## config.mk

```make
export PLATFORM = sky130hd
export DESIGN_NAME = fpa_div_cell
export DESIGN_NICKNAME = d
export VERILOG_FILES = /design/src/rtl/fpa_pkg.sv /design/src/rtl/fpa_div_cell.sv
export SDC_FILE = /design/constraint.sdc
export NUM_CORES = 1
export LEC_CHECK = 0
export BUFFER_PORTS_ARGS = -buffer_cell sky130_fd_sc_hd__buf_2
export CAP_MARGIN = 20
export CORE_AREA = 2 2 204 206
export DETAILED_ROUTE_END_ITERATION = 10
export DIE_AREA = 0 0 206 208
export GPL_TIMING_DRIVEN = 0
export PLACE_DENSITY_LB_ADDON = 0.15
export SETUP_SLACK_MARGIN = 0.5
export SLEW_MARGIN = 20
export SYNTH_ARGS = -nofsm -noshare
export SYNTH_HDL_FRONTEND = slang
export SYNTH_SLANG_ARGS = --single-unit
export TNS_END_PERCENT = 5
```

## constraint.sdc

```tcl
create_clock -name i_clk -period 4.9 [get_ports i_clk]
set_clock_uncertainty 0.2 [all_clocks]
set_input_delay 0.98 -clock i_clk [delete_from_list [all_inputs] [get_ports i_clk]]
set_output_delay 0.98 -clock i_clk [all_outputs]
set_load 0.01 [all_outputs]
```

## src/rtl/fpa_pkg.sv

```systemverilog
`timescale 1ns / 1ps
`default_nettype none
package fpa_pkg;
    localparam int FRAC_BITS_DEF = 8;
    localparam int DATA_W = 32;
    localparam int CMD_W = 4;

    typedef enum logic [CMD_W-1:0] {
        CMD_ADD = 4'd0, CMD_SUB = 4'd1, CMD_MUL = 4'd2, CMD_DIV = 4'd3,
        CMD_GT = 4'd4, CMD_LT = 4'd5, CMD_GE = 4'd6, CMD_LE = 4'd7,
        CMD_EQ = 4'd8, CMD_NE = 4'd9, CMD_MIN = 4'd10, CMD_MAX = 4'd11,
        CMD_INC = 4'd12, CMD_DEC = 4'd13, CMD_FROM_INT = 4'd14, CMD_TO_INT = 4'd15
    } t_cmd;

    // Item state carried down the divider chain.
    typedef struct packed {
        logic              vld;
        logic              neg;
        logic              dz;
        logic [2*DATA_W-1:0] rem;   // partial remainder
        logic [2*DATA_W-1:0] num;   // shifting dividend
        logic [DATA_W-1:0]   den;
        logic [2*DATA_W-1:0] quo;
        logic              is_div;
        logic [DATA_W-1:0]   res;   // result of non-divide commands
        logic              cmp;
    } t_cell;
endpackage
`default_nettype wire

```

## src/rtl/fpa_div_cell.sv

```systemverilog
`timescale 1ns / 1ps
`default_nettype none
module fpa_div_cell
    import fpa_pkg::*;
(
    input  wire logic  i_clk,
    input  wire logic  i_rst_n,
    input  wire logic  i_en,
    input  wire t_cell i_cell,
    output t_cell      o_cell
);
    t_cell r_cell;
    t_cell n_cell;
    logic [2*DATA_W:0] w_trial;
    logic [2*DATA_W-1:0] w_shift;

    // One restoring divide step: shift in a dividend bit, subtract if it fits.
    always_comb begin
        n_cell  = i_cell;
        w_shift = {i_cell.rem[2*DATA_W-2:0], i_cell.num[2*DATA_W-1]};
        w_trial = {1'b0, w_shift} - {{(DATA_W+1){1'b0}}, i_cell.den};
        n_cell.num = {i_cell.num[2*DATA_W-2:0], 1'b0};
        if (!w_trial[2*DATA_W]) begin
            n_cell.rem = w_trial[2*DATA_W-1:0];
            n_cell.quo = {i_cell.quo[2*DATA_W-2:0], 1'b1};
        end else begin
            n_cell.rem = w_shift;
            n_cell.quo = {i_cell.quo[2*DATA_W-2:0], 1'b0};
        end
    end

    always_ff @(posedge i_clk) begin
        if (!i_rst_n) begin
            r_cell.vld <= 1'b0;
        end else if (i_en) begin
            r_cell.vld <= n_cell.vld;
        end
        if (i_en) begin
            r_cell.neg <= n_cell.neg;  r_cell.dz <= n_cell.dz;
            r_cell.rem <= n_cell.rem;  r_cell.num <= n_cell.num;
            r_cell.den <= n_cell.den;  r_cell.quo <= n_cell.quo;
            r_cell.is_div <= n_cell.is_div;
            r_cell.res <= n_cell.res;  r_cell.cmp <= n_cell.cmp;
        end
    end
    assign o_cell = r_cell;
endmodule
`default_nettype wire

```

After elaboration in Yosys (flattened, before gate mapping)
Index checks and enable logic that the tools add are counted.
Storage, ports and cells
  register bits after elaboration: 260
  latch bits: 0
  RAM bits: 0
  bits in read-only memories: 0
  output and inout bits: 261
  memories: 0
Operators by class
  $add $sub $neg: 1
  multipliers: 0
  divide/modulo/power cells: 0
  order comparisons: 0
  equal/unequal tests: 0
  shifts and indexed selects: 0
  mux-type cells: 2
  bitwise logic cells: 0
  reductions and logical operators: 0
Operator list (count)
  $sub A64 B32 Y65: 1
  $mux W64: 1
  $mux W1: 1

Logic depth before layout (Yosys ltp)
  depth after elaboration: 2
  gate-level depth with buffers: 15
  gate-level depth less buffers: 12

Least setup slack after synthesis
Ideal clock, no wire load.
  path type: in2reg
  from: input port i_cell[193] (netlist name)
  to: register r_cell (netlist bit o_cell[244]), data pin
  data arrival time: 3559 ps
  required time: 4442 ps
  setup slack: 883 ps
  cell stages on the path: 12
  cells stage by stage: inv_1 ha_1 fa_1 nand2b_1 a21o_1 a2111oi_0 o21bai_1 o21ai_0 and3_1 buf_4 or4_1 xnor2_1
RTL lines
  start: declaration: line fpa_div_cell.sv:9  | input wire t_cell i_cell,
  end: declaration: line fpa_div_cell.sv:12  | t_cell r_cell;

==> run_results.csv <==
group,metric,value,unit
run_status,status,"finished, final reports clean",
cells_and_area,largest_reg_flops,260,
global_routing,grt_max_degree,96,
drt,drc,0,
die,core_area,40550,um2
global_routing,gr-usage-all-layers,0.1766,
clock_network,post_cts_resized,0,
yosys,syn_inst,773,
critical_path,reg2regPathDepth,2,
yosys,synth_top_cell_area_share,0.7028,
yosys,synthesis.area,11070,um2
critical_path,crit_slowest_cell,"nor4_1",
run,max-cap-violations,0,
cells_and_area,area_growth,39.19,%
yosys,synthArstFlopShare,0,
die,dieArea,42850,um2
global_routing,antenna_found_initial,15,
global_routing,grt_pass1_vias,8512,
drt,wl_per_cell,21.14,um
timing,period_share,0.8358,
yosys,syn_nets,1070,
yosys,yosysTopAreaCell,"edfxtp_1",
critical_path,crit_arrival,4220,ps
die,io_pins,525,
timing,worstMarginPinSlew,1010,ps
drt,drt_wl_total,39980,um
timing,rsz0062_at_grt,"no",
critical_path,cp_cell_sequence,"buf_2 > nor4_1 > nand3_1 > or3_4 > nor4_4 > and3_1 > buf_4 > buf_2 > a211oi_1 > xor2_1",
drt,drt_iter0_drc,372,
power_and_ir_drop,p_leak,6.454,nW
critical_path,worst_path_most_repeated_cell,"buf_2",
cells_and_area,finalNetCount,1624,
timing,whs,316.4,ps
timing,setup_violations,0,
clock_network,cts_sinks,260,
placed_design,dpl.cell_count,1827,
global_routing,overflow,0,
cells_and_area,drive_above_1_share,0.4430,
clock_network,clock_path_buffers,3,
die,start_util,0.2729,
yosys,seq_area_frac_synth,0.7046,
timing,finalWorstSetupSlack,804.7,ps
critical_path,start_kind,"input port",
die,dieWidth,206,um
clock_network,htreeDepth,1,
critical_path,reg2reg_to,"o_cell[260]",
placed_design,port_buffers,519,
clock_network,clk_pin_slew_worst_paths,60,ps
drt,ant_nets,0,
placed_design,pre_cts_slack,196.7,ps
clock_network,ctsRootBufferMaster,"clkbuf_16",
cells_and_area,finalNonFillerCells,1891,
yosys,avgSynthCellArea,14.32,um2
clock_network,cts_tree,"done",
yosys,ys.flop_type,"edfxtp_1",
yosys,synth_cell_types,64,
critical_path,worstPathRequired,5020,ps
timing,report.final.slew_viol_count,0,
timing,slew_headroom,0.3205,
yosys,synthTopCellsByArea,"edfxtp_1 (70%), ha_1 (3.6%), xnor2_1 (2.9%)",
timing,clock.fmax,244.2,MHz
timing,final_hold_viol_count,0,
timing,fin_crit,4095,ps
critical_path,r2r_setup_slack,4120,ps
placed_design,dpl.hpwl,31900,um
drt,num_vias,8514,
yosys,synth_edf_count,259,
critical_path,path_class,"in -> reg",
placed_design,place.gp.congestion,0.8638,
yosys,yosysWarnings,0,
power_and_ir_drop,finalPower,0.005779,W
clock_network,post-cts-setup-buffers,0,
global_routing,grt_first_pass_wirelength,56040,um
critical_path,endpoint_kind,"register",
die,die_h,208,um
power_and_ir_drop,vdd_ir_drop_max,0.2246,mV
die,rows,74,
drt,viasPerCell,4.502,
power_and_ir_drop,power_density,375.2,nW/um2
yosys,ys_seq_elements,260,
drt,firstDrtPassIters,4,
clock_network,clk_latency,580,ps
clock_network,cts_buffers,30,
clock_network,hold_buffers,0,
timing,fin_setup_tns,0,ps
critical_path,path_max_fanout,10,
critical_path,endpoint,"o_cell[252]",
min_path,hold_path.class,"reg -> reg",
critical_path,worst_path_largest_cell_delay,870,ps
critical_path,crit_start,"i_cell[233]",
critical_path,reg2reg_from,"o_cell[260]",
==> final cells by class <==
class	count	area (um2)
tap	532	665.6
timing repair buffer	522	2690
multi-input combinational	450	2990
clock buffer	31	754.5
sequential	260	7797
buffer	23	128.9
clock inverter	24	203.9
inverter	40	150.1
antenna	9	22.52
fill	4042	25150
==> power breakdown <==
| group | switching [W] | internal (W) |
|---|---|---|
| clock network | 0.000953 | 0.00123 |
| registers | 0.0000445 | 0.00268 |
| logic | 0.000521 | 0.000351 |
| total | 0.00152 | 0.00426 |
==> synthesized netlist by cell type, types with 7 or more instances <==
cell and instances:
nand4_1 10, ha_1 32, a21oi_1 51, nor2_1 53
inv_1 39, o21a_1 12, xnor2_1 37, a21o_1 11
nand3_1 19, o21ai_0 28, nand2_1 47, edfxtp_1 259
nor3_1 17, xor2_1 21, nor4_1 11, a211oi_1 7
or3_1 7, nand2b_1 8, clkbuf_1 13
==> worst min-delay path by stage <==
stage,endpoint,from,slack (ps),depth (start not counted)
floorplan,o_cell[260],o_cell[260],340,2
global placement,o_cell[260],o_cell[260],290,2
detailed placement,o_cell[260],o_cell[260],310,2
CTS,o_cell[176],i_cell[175],320,1
global route,o_cell[176],i_cell[175],320,1
finish,o_cell[260],o_cell[260],320,2
==> worst max-delay path: cells and delay by family <==
| kind | cells | cell delay [ps] |
|---|---|---|
| AO/OA/AOI/OAI | 1 | 120 |
| XOR/XNOR | 1 | 190 |
| buffers and inverters | 3 | 600 |
| AND/OR/NAND/NOR | 5 | 2310 |
==> through the flow <==
step	instance area [um2]	utilization
final	15400	0.3798
after global routing	15400	0.3796
after CTS	15380	0.3793
after detailed placement	14420	0.3556
after global placement	14330	0.3534
after floorplan	11070	-
==> cell usage in the layout (no fill, tap or decap), types with 4 or more instances in the layout <==
cell type	count
inv_1	39
o21ai_0	28
and2_1	5
o21a_1	12
clkinv_1	9
a211oi_1	7
nand4_1	10
ha_1	32
or2_2	6
buf_2	522
clkbuf_1	14
or3_1	7
nor4_1	11
clkinv_2	6
nand2b_1	8
xor2_1	21
o211ai_1	6
edfxtp_1	259
or4_1	4
a21o_1	11
buf_6	4
nor3_1	17
clkbuf_16	30
a31oi_1	4
a21oi_1	51
nand2_1	47
o31ai_1	4
xnor2_1	37
nor2_1	53
nand3_1	19
diode_2	9
==> cells by family after synthesis <==
| logic type | after synthesis | synth area share |
|---|---|---|
| AND/OR/NAND/NOR | 209 | 0.09723 |
| XOR/XNOR | 58 | 0.04590 |
| other | 1 | 0.0003388 |
| AO/OA/AOI/OAI | 146 | 0.08513 |
| adder cells (fa/ha/maj) | 33 | 0.03799 |
| multiplexers | 3 | 0.003618 |
| buffers and inverters | 63 | 0.02521 |
| flip-flops | 260 | 0.7046 |
==> routing by layer <==
metal / vias to the layer above / GRT usage / part of all wire
met5: - / 0 / 0.0015
met4: 10 / 0.04581 / 0.024
met3: 67 / 0.05764 / 0.084
met2: 310 / 0.3199 / 0.51
met1: 4087 / 0.1972 / 0.38
li1: 4040 / - / -
No activity file was read; power rests on OpenSTA's default activity.
