--- src/rtl/fpa_pkg.sv ---
`timescale 1ns / 1ps
`default_nettype none
package fpa_pkg;
    localparam int FRAC_BITS_DEF = 8;
    localparam int DATA_W = 32;
    localparam int CMD_W = 4;

    typedef enum logic [CMD_W-1:0] {
        CMD_ADD = 4'd0, CMD_SUB = 4'd1, CMD_MUL = 4'd2, CMD_DIV = 4'd3,
        CMD_GT = 4'd4, CMD_LT = 4'd5, CMD_GE = 4'd6, CMD_LE = 4'd7,
        CMD_EQ = 4'd8, CMD_NE = 4'd9, CMD_MIN = 4'd10, CMD_MAX = 4'd11,
        CMD_INC = 4'd12, CMD_DEC = 4'd13, CMD_FROM_INT = 4'd14, CMD_TO_INT = 4'd15
    } t_cmd;

    // Item state carried down the divider chain.
    typedef struct packed {
        logic              vld;
        logic              neg;
        logic              dz;
        logic [2*DATA_W-1:0] rem;   // partial remainder
        logic [2*DATA_W-1:0] num;   // shifting dividend
        logic [DATA_W-1:0]   den;
        logic [2*DATA_W-1:0] quo;
        logic              is_div;
        logic [DATA_W-1:0]   res;   // result of non-divide commands
        logic              cmp;
    } t_cell;
endpackage
`default_nettype wire

--- src/rtl/fpa_front.sv ---
`timescale 1ns / 1ps
`default_nettype none
module fpa_front
    import fpa_pkg::*;
#(
    parameter int FRAC_BITS = FRAC_BITS_DEF
) (
    input  wire logic              i_clk,
    input  wire logic              i_rst_n,
    input  wire logic              i_en,
    input  wire logic              i_vld,
    input  wire logic [CMD_W-1:0]  i_cmd,
    input  wire logic signed [DATA_W-1:0] i_a,
    input  wire logic signed [DATA_W-1:0] i_b,
    output t_cell                  o_cell
);
    t_cell r_cell;
    t_cell n_cell;
    logic [DATA_W-1:0] w_ma, w_mb;
    logic [2*DATA_W-1:0] w_prod, w_prod_sh, w_prod_sg;
    logic w_neg, w_lt, w_gt, w_eq;

    always_comb begin
        w_ma  = i_a[DATA_W-1] ? DATA_W'(-i_a) : DATA_W'(i_a);
        w_mb  = i_b[DATA_W-1] ? DATA_W'(-i_b) : DATA_W'(i_b);
        w_neg = i_a[DATA_W-1] ^ i_b[DATA_W-1];
        w_lt  = i_a < i_b;
        w_gt  = i_a > i_b;
        w_eq  = i_a == i_b;
        w_prod    = {{DATA_W{1'b0}}, w_ma} * {{DATA_W{1'b0}}, w_mb};
        w_prod_sh = w_prod >> FRAC_BITS;
        w_prod_sg = w_neg ? -w_prod_sh : w_prod_sh;
        n_cell        = '0;
        n_cell.vld    = i_vld;
        n_cell.neg    = w_neg;
        n_cell.den    = w_mb;
        n_cell.num    = {{DATA_W{1'b0}}, w_ma} << FRAC_BITS;
        n_cell.is_div = (i_cmd == CMD_DIV);
        n_cell.dz     = (i_cmd == CMD_DIV) && (i_b == '0);
        case (t_cmd'(i_cmd))
            CMD_ADD:      n_cell.res = i_a + i_b;
            CMD_SUB:      n_cell.res = i_a - i_b;
            CMD_MUL:      n_cell.res = w_prod_sg[DATA_W-1:0];
            CMD_GT:       n_cell.cmp = w_gt;
            CMD_LT:       n_cell.cmp = w_lt;
            CMD_GE:       n_cell.cmp = !w_lt;
            CMD_LE:       n_cell.cmp = !w_gt;
            CMD_EQ:       n_cell.cmp = w_eq;
            CMD_NE:       n_cell.cmp = !w_eq;
            CMD_MIN:      n_cell.res = w_lt ? i_a : i_b;
            CMD_MAX:      n_cell.res = w_gt ? i_a : i_b;
            CMD_INC:      n_cell.res = i_a + DATA_W'(1);
            CMD_DEC:      n_cell.res = i_a - DATA_W'(1);
            CMD_FROM_INT: n_cell.res = i_a << FRAC_BITS;
            CMD_TO_INT:   n_cell.res = i_a >>> FRAC_BITS;
            default:      n_cell.res = '0;
        endcase
    end

    always_ff @(posedge i_clk) begin
        if (!i_rst_n) begin
            r_cell.vld <= 1'b0;
        end else if (i_en) begin
            r_cell.vld <= n_cell.vld;
        end
        if (i_en) begin
            r_cell.neg <= n_cell.neg;  r_cell.dz <= n_cell.dz;
            r_cell.rem <= n_cell.rem;  r_cell.num <= n_cell.num;
            r_cell.den <= n_cell.den;  r_cell.quo <= n_cell.quo;
            r_cell.is_div <= n_cell.is_div;
            r_cell.res <= n_cell.res;  r_cell.cmp <= n_cell.cmp;
        end
    end
    assign o_cell = r_cell;
endmodule
`default_nettype wire

--- config.mk ---
export PLATFORM = sky130hd
export DESIGN_NAME = fpa_front
export DESIGN_NICKNAME = d
export VERILOG_FILES = /design/src/rtl/fpa_pkg.sv /design/src/rtl/fpa_front.sv
export SDC_FILE = /design/constraint.sdc
export NUM_CORES = 2
export LEC_CHECK = 0
export BUFFER_PORTS_ARGS = -buffer_cell sky130_fd_sc_hd__buf_4
export CAP_MARGIN = 25
export CORE_MARGIN = 3
export CORE_UTILIZATION = 60
export DETAILED_ROUTE_END_ITERATION = 6
export PLACE_DENSITY = 0.78
export SYNTH_ARGS = -nofsm -noshare
export SYNTH_HDL_FRONTEND = slang
export SYNTH_SLANG_ARGS = --single-unit
--- constraint.sdc ---
create_clock -name i_clk -period 14.2 [get_ports i_clk]
set_clock_uncertainty 0.1 [all_clocks]
set_input_delay 0 -clock i_clk [delete_from_list [all_inputs] [get_ports i_clk]]
set_output_delay 0 -clock i_clk [all_outputs]
set_load 0.005 [all_outputs]
# == Yosys cells after proc, flatten, opt, wreduce, memory -nomap -nowiden ==
# Cells that the tools add are included.
# Widths: inputs -> output; s select.
# word_totals
output_inout_bits,261
in_bits,72
word_cells,48
reg_bits,101
# op_classes
bitwise,1
eq_ne,16
addsub,7
magnitude_cmp,2
n_reduce_logical,6
mux,7
mul,1
# op_table
operator,count
$pmux 32 s9,1
$mux 32,5
$neg 32->32,3
$mul 32x32->40,1
$add 32x2->32 const B,1
$add 32x32->32,1
$eq 32x32->1,1
$eq 4x4->1 const B,8
$gt 32x32->1,1
$logic_not 32->1,1
$lt 32x32->1,1
$sub 32x2->32 const B,1
$sub 32x32->32,1
$eq 4x3->1 const B,4
$eq 4x2->1 const B,2
$pmux 1 s6,1
$eq 4x1->1 const B,1
$logic_not 4->1,1
$logic_not 1->1,3
$logic_and 1x1->1,1
$xor 1x1->1,1

# == Logic depth before layout (Yosys ltp) ==
# logic_depth
ltp_word,6
mapped_depth,39
mapped_depth_nobuf,35

# == Worst setup path after synthesis ==
# OpenSTA, ideal clock, no wires.
# synth_timing
path_kind,in2reg
startpoint,input i_a[0]
endpoint,"register r_cell, in the netlist o_cell[32], data pin"
arrival_time_ns,9.522
required_time_ns,13.841
setup_ns,0.259
slack_ns,4.319
cell_stages,32
n_path_buf,2
cell_sequence,inv_1 clkbuf_1 ha_1 or4b_1 nor4_4 a31oi_1 xnor2_1 clkbuf_1 nor2_1 fa_1 fa_1 inv_1 fa_1 fa_1 inv_1 fa_1 fa_1 fa_1 fa_1 ha_1 a21o_1 a21o_1 a21o_1 a211oi_1 o21bai_1 o21a_1 or4_1 a221oi_1 and2_1 a41o_1 xor3_1 a211o_1
# synth_rtl
item,line,text
from (decl),fpa_front.sv:13,"input wire logic signed [DATA_W-1:0] i_a,"
to (decl),fpa_front.sv:17,t_cell r_cell;

==> results.yml <==
outcome:
  outcome: "finished, violations left"
  violations: "design-rule violations"
sta:
  fmax_mhz: 87.2
  rsz0062_at_grt: "false"
  min_period_ps: 11470
  worst_slew_pin_slew_ps: 1170
  post-route-period-util_pct: 80.8
  maxSlewHeadroom_pct: 21.5
  final_hold_viol_count: 0
  finalSetupViolCount: 0
  tns_ps: 0
  drv_slew: 0
cts:
  h-tree-depth: 3
  cts-buffers-inserted: 9
  ctsHoldBuffers: 49
  cts_tree: "yes"
  cts_resized: 0
  cts_sinks: 101
  post_cts_buffers: 0
  cts_root_buffer: "clkbuf_16"
  clk_pin_slew_ps: 90
  insertion_delay_ps: 420
  cts_buffer_depth: 2
final_layout:
  layout_common_cells: "inv_1, fa_1, nor2_1"
  layoutNonFillerInstCount: 4790
  drive_above_1_share_pct: 7.68
  multi_input_area_mm2: 0.0266
  nets: 4951
  largest_register_ffs: 101
  seq_area_mm2: 0.00302
  diodes: 0
  nFillCells: 4527
  final_common_cell: "inv_1"
  syn_to_final_growth_pct: 7.51
floorplanning:
  dieArea_mm2: 0.0585
  ios: 333
  floorplan.initialDensity_pct: 61.3
  die_x_um: 242
  chipHeight_um: 242
  design.core.area_mm2: 0.0545
  num_rows: 85
critical_path:
  slowest_delay_ps: 790
  crit_arrival_ps: 11540
  critPathMaxFanout: 30
  cp-start-kind: "input port"
  r2r.worst_path.cells: 3
  critPathCaptureType: "flip-flop"
  r2r_setup_slack_ps: 12940
  required_ps: 14270
  critPathKind: "input port to flip-flop"
  cp_common_cell: "fa_1"
  r2r_end: "o_cell[260]"
  cp_slowest_cell: "inv_1"
  r2r-start: "o_cell[260]"
detailed_routing:
  ant_nets: 0
  post-route-drc-count: 9
  viasPerCell: 5.94
  routedWlPerCell_um: 22.7
  vias: 28500
  wl_mm: 109
  dr.pass1.iters: 7
  dr.first_iter.drc_count: 3068
place:
  gp_congestion: 1.05
  dp_cells: 4723
  dp_hpwl_mm: 87.2
  io_buffers: 172
yosys:
  synth_top_family_by_area: "adder cells"
  synth_seq_cells: 101
  synthArstFlopShare_pct: 0
  synth_cell_types: 92
  yosys.area_share.simple_pct: 15.0
  synth_compound_area_share_pct: 10.1
  netlist_instances: 3908
  synthMuxAreaShare_pct: 0.285
  synth_xor_area_share_pct: 6.58
  avgSynthCellArea_um2: 8.55
  syn_area_mm2: 0.0334
  synth_enable_flop_cells: 100
  synth_adder_area_share_pct: 45.3
  synth_ff_type: "edfxtp_1"
  ys_warn_count: 0
  synth.yosys.seq_area_share_pct: 9.05
worst_hold_path:
  hold_end: "o_cell[26]"
  hp-class: "input port to flip-flop"
  min_path_cells: 4
  holdCritStartpoint: "i_b[25]"
grt:
  grt_pass1_wl_mm: 168
  antenna_found_initial: 1
  grt_pass1_vias: 29500
  grt_max_degree: 66
  grt_use_total_pct: 37.4
  grt.overflow.total: 0
flow_run:
  max-cap-violations: 0
[cell type report]
type | instances | area share, %
multi-input combinational | 2913 | 74.0
timing repair buffer | 289 | 6.44
sequential | 101 | 8.42
inverter | 732 | 7.67
clock buffer | 9 | 0.627
clock inverter | 7 | 0.247
tap | 739 | 2.57
[cell families (layout without fill, tap and decap cells)]
group                      after synthesis  in the layout
xor gates and xnor gates               242            242
and+or+nand+nor                       1163           1163
DFF                                    101            101
other                                    1            160
AOI/OAI and AO/OA                      506            506
adders and majority gates              833            833
buffers and inverters                 1053           1037
muxes                                    9              9
[worst max path at each step]
stage	start	end	slack [ps]	cells past startpoint
after global routing	i_b[0]	o_cell[20]	2100	38
after detailed placement	i_b[0]	o_cell[32]	3240	35
after global placement	i_b[0]	o_cell[32]	3480	35
after floorplan	i_a[0]	o_cell[32]	4320	32
after CTS	i_b[0]	o_cell[20]	2910	38
final	i_b[0]	o_cell[20]	2730	37
[critical path: cells and delay by family]
| family | cells | cell delay, ps |
|---|---|---|
| AOI/OAI and AO/OA | 4 | 900 |
| xor gates and xnor gates | 3 | 720 |
| adders and majority gates | 10 | 4560 |
| buffers and inverters | 12 | 3250 |
| and+or+nand+nor | 8 | 2090 |
[per-layer routing]
metal,part of all wire [%],GRT usage (%)
met4,7.1,22.0
met1,36,47.2
met5,0.025,0
met2,44,58.0
met3,12,10.5
[synthesized netlist by cell type, types with 35 or more instances]
cell / n / area share [%]
a21oi_1: 103 / 1.5
nor2_1: 508 / 5.7
o21ai_0: 126 / 1.9
buf_4: 160 / 3.6
ha_1: 208 / 7.8
edfxtp_1: 100 / 9.0
xor2_1: 65 / 1.7
fa_1: 625 / 37
nor3_1: 35 / 0.52
inv_1: 712 / 8.0
nand2_1: 429 / 4.8
a21o_1: 56 / 1.3
xnor2_1: 170 / 4.5
clkbuf_1: 145 / 1.6
[per-stage QoR]
step / setup slack, ps / util, % / hold slack (ps) / area (um^2)
final: 2730 / 65.9 / 33.0 / 35900
after global routing: 2100 / 65.9 / 61.6 / 35900
after CTS: 2910 / 65.9 / 14.6 / 35900
after detailed placement: 3240 / 64.4 / 121 / 35100
after global placement: 3480 / 64.4 / 115 / 35100
after floorplan: 4320 / - / -1.13 / 34000
Power is left out: the tool's default activity adds up to more than one toggle a clock period on the data nets, which glitch-free logic cannot reach.
